[config.mk]
export PLATFORM = sky130hd
export DESIGN_NAME = fms_mod
export DESIGN_NICKNAME = d
export VERILOG_FILES = /design/src/design/factor_marginalize_sum_max_core_assert.svh /design/src/design/fms_pkg.sv /design/src/design/fms_mod.sv
export SDC_FILE = /design/constraint.sdc
export NUM_CORES = 1
export LEC_CHECK = 0
export ABC_AREA = 0
export BUFFER_PORTS_ARGS = -buffer_cell sky130_fd_sc_hd__buf_2
export CORE_MARGIN = 3
export CORE_UTILIZATION = 48
export DETAILED_ROUTE_END_ITERATION = 12
export PLACE_DENSITY_LB_ADDON = 0.05
export REMOVE_ABC_BUFFERS = 1
export SLEW_MARGIN = 10
export SYNTH_ARGS = -nofsm -noshare
export SYNTH_HDL_FRONTEND = slang
export SYNTH_SLANG_ARGS = --single-unit
[constraint.sdc]
create_clock -name clk -period 2.28 [get_ports clk]
set_clock_uncertainty 0.15 [all_clocks]
set_input_delay 0 -clock clk [delete_from_list [all_inputs] [get_ports clk]]
set_output_delay 0 -clock clk [all_outputs]
set_load 0.05 [all_outputs]
[src/design/factor_marginalize_sum_max_core_assert.svh]
// assertion macros shared by the core
`ifndef FACTOR_MARGINALIZE_SUM_MAX_CORE_ASSERT_SVH
`define FACTOR_MARGINALIZE_SUM_MAX_CORE_ASSERT_SVH

`ifndef NO_ASSERTIONS
// same-cycle implication, checked outside reset
`define FMS_ASSERT_NOW(lbl, ante, cons) \
    lbl: assert property (@(posedge clk) disable iff (!rst_n) (ante) |-> (cons)) \
        else $error("fms assertion failed");
// next-cycle implication, checked outside reset
`define FMS_ASSERT_NEXT(lbl, ante, cons) \
    lbl: assert property (@(posedge clk) disable iff (!rst_n) (ante) |=> (cons)) \
        else $error("fms assertion failed");
`else
`define FMS_ASSERT_NOW(lbl, ante, cons)
`define FMS_ASSERT_NEXT(lbl, ante, cons)
`endif

`endif

[src/design/fms_pkg.sv]
package fms_pkg;

    // field widths
    localparam int IDX_W      = 10;
    localparam int VAL_W      = 32;
    localparam int STRIDE_W   = 11;
    localparam int CARD_W     = 5;
    localparam int BEST_W     = 4;
    // walked addresses stay below 2**17 for every index, stride and cardinality
    localparam int ADDR_W     = 17;
    // sum of up to 31 entries
    localparam int ACC_W      = VAL_W + CARD_W;
    localparam int CFG_IDX_W  = 2;
    localparam int CFG_DATA_W = 11;

    // register indexes
    localparam logic [CFG_IDX_W-1:0] CFG_STRIDE = 2'd0;
    localparam logic [CFG_IDX_W-1:0] CFG_CARD   = 2'd1;
    localparam logic [CFG_IDX_W-1:0] CFG_MODE   = 2'd2;

    // operation codes
    localparam logic OP_WRITE = 1'b0;
    localparam logic OP_QUERY = 1'b1;

    // reduce modes
    localparam logic MODE_SUM = 1'b0;
    localparam logic MODE_MAX = 1'b1;

    // saturation bounds in accumulator width
    localparam logic signed [ACC_W-1:0] SAT_HI =
        {{(ACC_W-VAL_W+1){1'b0}}, {(VAL_W-1){1'b1}}};
    localparam logic signed [ACC_W-1:0] SAT_LO =
        {{(ACC_W-VAL_W+1){1'b1}}, {(VAL_W-1){1'b0}}};

    typedef struct packed {
        logic                    operation;
        logic [IDX_W-1:0]        index;
        logic signed [VAL_W-1:0] value;
    } cmd_t;

    typedef struct packed {
        logic signed [VAL_W-1:0] result_value;
        logic [BEST_W-1:0]       best_state;
        logic                    fault;
    } res_t;

    // table access from the sequencer
    typedef struct packed {
        logic              wr_en;
        logic [ADDR_W-1:0] wr_addr;
        logic [VAL_W-1:0]  wr_data;
        logic              rd_en;
        logic [ADDR_W-1:0] rd_addr;
    } tbl_cmd_t;

    typedef enum logic [2:0] {
        ST_IDLE,
        ST_DIV,
        ST_BASE,
        ST_WALK,
        ST_DRAIN,
        ST_DONE
    } state_t;

endpackage

[src/design/fms_mod.sv]
module fms_mod (
    input  logic                          clk,
    input  logic                          rst_n,
    input  logic                          start,
    input  logic [fms_pkg::IDX_W-1:0]     dividend,
    input  logic [fms_pkg::STRIDE_W-1:0]  divisor,
    output logic                          done,
    output logic [fms_pkg::STRIDE_W-1:0]  remainder
);
    import fms_pkg::*;

    localparam int CNT_W = $clog2(IDX_W + 1);

    logic                run_reg, run_next;
    logic                done_reg, done_next;
    logic [CNT_W-1:0]    cnt_reg, cnt_next;
    logic [IDX_W-1:0]    work_reg, work_next;
    logic [STRIDE_W-1:0] rem_reg, rem_next;
    logic [STRIDE_W-1:0] div_reg, div_next;
    logic [STRIDE_W:0]   shifted;
    logic [STRIDE_W+1:0] diff;

    // one restoring step per cycle, dividend bits enter msb first
    always_comb
    begin
        shifted   = {rem_reg, work_reg[IDX_W-1]};
        diff      = {1'b0, shifted} - {2'b00, div_reg};
        run_next  = run_reg;
        done_next = 1'b0;
        cnt_next  = cnt_reg;
        work_next = work_reg;
        rem_next  = rem_reg;
        div_next  = div_reg;
        if (start)
        begin
            run_next  = 1'b1;
            cnt_next  = CNT_W'(IDX_W);
            work_next = dividend;
            rem_next  = '0;
            div_next  = divisor;
        end
        else if (run_reg)
        begin
            work_next = {work_reg[IDX_W-2:0], 1'b0};
            rem_next  = diff[STRIDE_W+1] ? shifted[STRIDE_W-1:0] : diff[STRIDE_W-1:0];
            cnt_next  = cnt_reg - 1'b1;
            if (cnt_reg == CNT_W'(1))
            begin
                run_next  = 1'b0;
                done_next = 1'b1;
            end
        end
    end

    // control
    always_ff @(posedge clk or negedge rst_n)
    begin
        if (!rst_n)
        begin
            run_reg  <= 1'b0;
            done_reg <= 1'b0;
        end
        else
        begin
            run_reg  <= run_next;
            done_reg <= done_next;
        end
    end

    // datapath
    always_ff @(posedge clk)
    begin
        cnt_reg  <= cnt_next;
        work_reg <= work_next;
        rem_reg  <= rem_next;
        div_reg  <= div_next;
    end

    assign done      = done_reg;
    assign remainder = rem_reg;

endmodule

==> qor.tcl, run 1 <==
set qor(post_synth_fa_ha_maj_area_fraction_pct) 8.95
set qor(post_synth_and_or_nand_nor_area_fraction_pct) 12.1
set qor(worst-setup-path-type) {reg -> reg}
set qor(max_stage_delay_ns) 0.39
set qor(path_clk_slew_ns) 0.08
set qor(setup_violations) 11
set qor(io_pins) 36
set qor(seq_power_share_pct) 43.4
set qor(p_per_area_nw_per_um2) 646
set qor(worst-endpoint-arrival_ns) 2.59
set qor(critical_path.cell_chain) {inv_1, ha_2, fa_2, nor2b_4, o31ai_4, o311ai_4, o41ai_4, or3_4, a311oi_2}
set qor(grt_overflow_total) 0
set qor(cts_made_buffers) 5
set qor(die_w_um) 71.2
set qor(htreeDepth) 2
set qor(antenna_found_initial) 0
set qor(netlist_top_cells_count) {sky130_fd_sc_hd__edfxtp_1 (21), sky130_fd_sc_hd__nor2_1 (21), sky130_fd_sc_hd__inv_1 (16)}
set qor(internal_power_uw) 1320
set qor(pre_cts_ws_ns) -0.374
set qor(yosysTopAreaCellShare_pct) 30.9
set qor(die_area_um2) 5070
set qor(synth_top_area_cell) {sky130_fd_sc_hd__edfxtp_1}
set qor(cts_tree) {built}
set qor(path_buf_inv) 1
set qor(r2r_cells) 9
set qor(min_period_over_period_pct) 111
set qor(die_h_um) 71.2
set qor(hold_viol) 0
set qor(cts-root-buf) {sky130_fd_sc_hd__clkbuf_8}
set qor(ys_ff_latch) 38
set qor(power_frac_clock_pct) 25.6
set qor(worst_max_slew_pin_slew_ns) 0.559
set qor(port-buffer-count) 35
set qor(synth_edf_count) 21
set qor(finalMaxSlewViolations) 0
set qor(global_route.usage.total_pct) 21.1
set qor(num-fill-cells) 298
set qor(yosysSeqAreaShare_pct) 48.1
set qor(core-area_um2) 4060
set qor(antennaDiodeCount) 0
set qor(final.setup.worst_slack_ns) -0.254
set qor(ant_nets) 0
set qor(synthFlopType) {sky130_fd_sc_hd__edfxtp_1}
set qor(clock_latency_ns) 0.29
set qor(start_util_pct) 50.3
set qor(routed-via-count) 1825
set qor(timing.critical_path.from_type) {flop}
set qor(worst_setup_path_end_kind) {flop}
set qor(clk_path_buf_depth) 2
set qor(drt_first_pass_iters) 4
set qor(placement_rows) 23
set qor(critical_path_required_ns) 2.34
set qor(placed_cell_area_um2) 2480
set qor(synth_xor_area_share_pct) 2.58
set qor(p_leak_uw) 0.00137
set qor(p_switching_uw) 580
set qor(syn_area_um2) 2040
set qor(fmax_mhz) 395
set qor(worst_reg2reg_path_endpoint) {remainder[2]}
set qor(multi_input_area_um2) 1040
set qor(dominant_combinational_cell_family_by_area_after_synthesis) {compound AO/OA/AOI/OAI gates}
set qor(wire_length_of_the_first_global_routing_pass_um) 8310
set qor(net_sw_share_pct) 30.5
set qor(max-cap-violations) 0
set qor(cpMaxStageDelayCell) {sky130_fd_sc_hd__or3_4}
set qor(wl_per_cell_um) 14.9
set qor(async_flop_share_pct) 5.26
set qor(layout-drive-gt1-share_pct) 37.2
set qor(final_cell_area_um2) 2950
set qor(worst_setup_path_endpoint) {remainder[2]}
set qor(yosysWarnings) 0
set qor(num_clock_sinks) 38
set qor(routed_wl_um) 5050
set qor(drc_errors) 0
set qor(r2r_start) {work_reg[9]}
set qor(synth.lib_cells_used.distinct) 46
set qor(vdd.ir_drop.worst_mv) 0.527
set qor(total_power_uw) 1900
set qor(grt_max_degree) 22
set qor(outcome) {finished, violations left}
set qor(synthesized_netlist_cell_count) 189
set qor(reg2reg_slack_ns) -0.25
set qor(muxShareOfSynthArea_pct) 6.44
set qor(synth_compound_gate_area_share_pct) 17.7
set qor(worstPathMaxFanout) 7
set qor(gp_congestion) 0.890
set qor(first_global_vias) 1845
set qor(worst_slew_margin_rel_pct) 62.6
set qor(finish.utilization_pct) 72.6
set qor(path_depth) 9
set qor(nets) 325
set qor(cp-startpoint) {work_reg[9]}
set qor(synth.top_cells.by_area) {sky130_fd_sc_hd__edfxtp_1 (31%), sky130_fd_sc_hd__dfxtp_1 (15%), sky130_fd_sc_hd__ha_1 (8.0%)}
set qor(detail_route.vias_per_cell) 5.40
set qor(syn_area_per_cell_um2) 10.8
set qor(place_hpwl_um) 3440
set qor(failed_checks) {negative setup slack}
set qor(syn2layout_area_growth_pct) 44.3
set qor(grt_setup_unrepaired) {true}
set qor(worst_hold_path_type) {in -> reg}
set qor(register_area_um2) 981
set qor(critPathTopFamily) {compound AO/OA/AOI/OAI gates}
set qor(fin_hold_ws_ns) 0.263
set qor(comb_power_share_pct) 31.0
set qor(drt-initial-drc-count) 94
set qor(finalCriticalPeriod_ns) 2.53
worst min-delay path by stage:
stage | depth (start not counted) | startpoint | to | slack, ns
floorplan | 0 | rst_n | done | -0.45
global placement | 1 | rst_n | done | -0.37
detailed placement | 1 | rst_n | run_reg | -0.36
CTS | 2 | divisor[0] | div_reg[0] | 0.26
global route | 2 | divisor[9] | div_reg[9] | 0.26
finish | 2 | divisor[0] | div_reg[0] | 0.26
timing repair:
item                                   CTS  global route
setup buffers                            7             1
endpoints found under the hold margin   25             0
gates cloned                             0             0
hold buffers                            24             0
resized for setup                       10             5
setup endpoints to repair               11            11
pin swaps                               17            11
stage by stage:
stage | instances | TNS (ns)
after global placement | 299 | -2.03
after floorplan | 184 | -4.25
final | 338 | -2.12
after CTS | 337 | -2.61
after global routing | 338 | -3.08
after detailed placement | 299 | -2.87
layout by cell type, fill, tap and decap left out, drive strengths merged, types with 3 or more instances in the layout:
master	n
o21ai	12
buf	72
dfxtp	15
clkbuf	6
a32oi	3
dlygate4sd3	24
edfxtp	21
o311ai	3
inv	17
o31a	3
nand2b	3
ha	13
nor2b	3
nor3	3
o21a	5
xnor2	4
a21oi	9
mux2i	3
nor2	21
mux2	9
a311oi	3
nand2	10
layout make-up:
cell class                 instances  share of cell area, %
multi-input combinational        129                   35.4
clock buffer                       6                   2.80
tap                               50                   2.12
sequential                        38                   33.3
inverter                          17                   2.17
clock inverter                     2                  0.425
timing repair buffer              96                   23.8
worst register-to-register path, delay by kind of cell (launching register included):
family / cells / cell delay (ns)
AND/OR/NAND/NOR: 2 / 0.55
adder cells (fa/ha/maj): 2 / 0.54
flip-flops: 1 / 0.38
AO/OA/AOI/OAI: 4 / 0.77
buffers and inverters: 1 / 0.06
cells by family after synthesis:
| group | Yosys count |
|---|---|
| XOR/XNOR | 6 |
| AO/OA/AOI/OAI | 47 |
| flip-flops | 38 |
| AND/OR/NAND/NOR | 50 |
| buffers and inverters | 22 |
| adder cells (fa/ha/maj) | 14 |
| multiplexers | 12 |
power by group through the flow:
stage                     registers (µW)  clock network [µW]  logic, µW
after floorplan                      899                   0        254
after global routing                 832                 531        641
after global placement               835                   0        489
final                                825                 487        590
after CTS                            823                 499        572
after detailed placement             838                   0        506
layer usage:
layer  GRT usage [%]  up-vias  routed length (µm)
met4            8.35        0                 101
met2            35.4       51                2610
met3            4.97       10                 255
met5               0        -                   0
li1                -      887                   -
met1            26.0      877                2080
Power figures use the tool's default switching activity.
==> run 2: changes to the inputs <==
- CELL_PAD_IN_SITES_DETAIL_PLACEMENT: default -> 1
- CELL_PAD_IN_SITES_GLOBAL_PLACEMENT: default -> 1
- CORE_UTILIZATION: 48 -> 39
- TNS_END_PERCENT: default -> 50
==> qor.tcl, run 2 (synthesis gave the netlist of run 1 again) <==
set qor(drt_first_pass_iters) 6 ;# +2
set qor(critical_path_required_ns) 2.34 ;# about the same
set qor(max-cap-violations) 0 ;# unchanged
set qor(worstPathMaxFanout) 7 ;# unchanged
set qor(finalCriticalPeriod_ns) 2.66 ;# +0.125 ns
set qor(clk_path_buf_depth) 2 ;# unchanged
set qor(clock_latency_ns) 0.29 ;# about the same
set qor(fin_hold_ws_ns) 0.260 ;# -0.00395 ns
set qor(place_hpwl_um) 4190 ;# +22%
set qor(syn2layout_area_growth_pct) 47.3
set qor(critPathTopFamily) {compound AO/OA/AOI/OAI gates}
set qor(timing.critical_path.from_type) {flop}
set qor(finish.utilization_pct) 61.6 ;# -11 points
set qor(routed_wl_um) 6410 ;# +27%
set qor(nets) 331 ;# +1.8%
set qor(wl_per_cell_um) 17.7 ;# +19%
set qor(grt_setup_unrepaired) {true}
set qor(htreeDepth) 2 ;# unchanged
set qor(worst-setup-path-type) {reg -> reg}
set qor(failed_checks) {negative setup slack}
set qor(critical_path.cell_chain) {ha_4, fa_2, nor2b_4, o31ai_4, o311ai_4, o41ai_4, or3_1, a311oi_2}
set qor(io_pins) 36 ;# unchanged
set qor(worst-endpoint-arrival_ns) 2.72 ;# +0.13 ns
set qor(detail_route.vias_per_cell) 5.20 ;# -3.8%
set qor(path_buf_inv) 0 ;# -1
set qor(grt_max_degree) 21 ;# -4.5%
set qor(register_area_um2) 981 ;# unchanged
set qor(antenna_found_initial) 0 ;# unchanged
set qor(cts_tree) {built}
set qor(die_area_um2) 6140 ;# +21%
set qor(first_global_vias) 2135 ;# +16%
set qor(num-fill-cells) 550 ;# +85%
set qor(start_util_pct) 41.8 ;# -8.5 points
set qor(drc_errors) 0 ;# unchanged
set qor(gp_congestion) 0.870 ;# -2.2%
set qor(min_period_over_period_pct) 117 ;# +5.5 points
set qor(final.setup.worst_slack_ns) -0.379 ;# -0.125 ns
set qor(worst_slew_margin_rel_pct) 59.2 ;# -3.4 points
set qor(num_clock_sinks) 38 ;# unchanged
set qor(worst_max_slew_pin_slew_ns) 0.610 ;# +0.0510 ns
set qor(cts_made_buffers) 5 ;# unchanged
set qor(cpMaxStageDelayCell) {sky130_fd_sc_hd__edfxtp_1}
set qor(worst_hold_path_type) {in -> reg}
set qor(die_h_um) 78.3 ;# +10%
set qor(port-buffer-count) 35 ;# unchanged
set qor(max_stage_delay_ns) 0.43 ;# +0.04 ns
set qor(hold_viol) 0 ;# unchanged
set qor(vdd.ir_drop.worst_mv) 0.402 ;# -24%
set qor(wire_length_of_the_first_global_routing_pass_um) 10200 ;# +23%
set qor(layout-drive-gt1-share_pct) 39.1 ;# +2.0 points
set qor(finalMaxSlewViolations) 0 ;# unchanged
set qor(fmax_mhz) 376 ;# -4.7%
set qor(ant_nets) 0 ;# unchanged
set qor(drt-initial-drc-count) 52 ;# -45%
set qor(placement_rows) 25 ;# +8.7%
set qor(path_clk_slew_ns) 0.08 ;# about the same
set qor(global_route.usage.total_pct) 21.8 ;# +0.79 points
set qor(mostFrequentLayoutCell) {sky130_fd_sc_hd__buf_4}
set qor(multi_input_area_um2) 1060 ;# +1.4%
set qor(p_leak_uw) 0.00139 ;# +1.3%
set qor(cts-root-buf) {sky130_fd_sc_hd__clkbuf_8}
set qor(grt_overflow_total) 0 ;# unchanged
set qor(most-common-layout-cells) {sky130_fd_sc_hd__buf_4 (43), sky130_fd_sc_hd__buf_2 (35), sky130_fd_sc_hd__dlygate4sd3_1 (24)}
set qor(reg2reg_slack_ns) -0.38 ;# -0.12 ns
set qor(setup_violations) 11 ;# unchanged
set qor(total_power_uw) 1930 ;# +1.4%
set qor(die_w_um) 78.3 ;# +10%
set qor(antennaDiodeCount) 0 ;# unchanged
set qor(worst_setup_path_end_kind) {flop}
set qor(core-area_um2) 4880 ;# +20%
set qor(routed-via-count) 1876 ;# +2.8%
set qor(p_per_area_nw_per_um2) 641 ;# -0.65%
set qor(outcome) {finished, violations left}
[run 2: layout make-up]
| cell class | instances | share of cell area (%) |
|---|---|---|
| Multi-Input combinational cell | 129 | 35.2 |
| Sequential cell | 38 | 32.6 |
| Timing Repair Buffer | 102 | 24.6 |
| Tap cell | 67 | 2.79 |
| Clock buffer | 6 | 2.41 |
| Inverter | 17 | 2.12 |
| Clock inverter | 2 | 0.333 |
[run 2: per-stage QoR]
step	std cells	worst slack (ns)	cell area, µm²	setup TNS (ns)
after floorplan	184	-0.604	2020	-4.25
after global placement	320	-0.284	2530	-1.81
after detailed placement	320	-0.371	2530	-2.86
after CTS	357	-0.364	2950	-2.94
after global routing	361	-0.457	3010	-4.49
final	361	-0.379	3010	-3.37
[run 2: worst paths after layout]
check,from,to,cells after the start
worst max-delay path,div_reg[0],remainder[2],8
worst min-delay path,divisor[1],div_reg[1],2
worst max register to register,div_reg[0],remainder[2],8
worst min register to register,cnt_reg[3],cnt_reg[3],2
max in group asynchronous,rst_n,done,3
min in group asynchronous,rst_n,run_reg,3
[run 2: where the power goes]
| group | total [µW] | switching, µW | internal, µW |
|---|---|---|---|
| Combinational | 634 | 331 | 303 |
| Sequential | 828 | 37.3 | 791 |
| Clock | 466 | 254 | 212 |
[run 2: repair_timing]
| action | in CTS | in global routing |
|---|---|---|
| endpoints found under the setup margin | 11 | 11 |
| setup buffers | 5 | 4 |
| hold buffers | 24 | 0 |
| pin swaps | 9 | 9 |
| endpoints found under the hold margin | 28 | 0 |
| resized for setup | 10 | 6 |
[run 2: routing by layer]
layer	global-route usage [%]	vias to the layer above	routed length [µm]
li1	-	897	-
met2	42.4	39	3560
met4	8.57	0	176
met3	5.39	18	204
met1	22.1	922	2460
met5	0	-	0
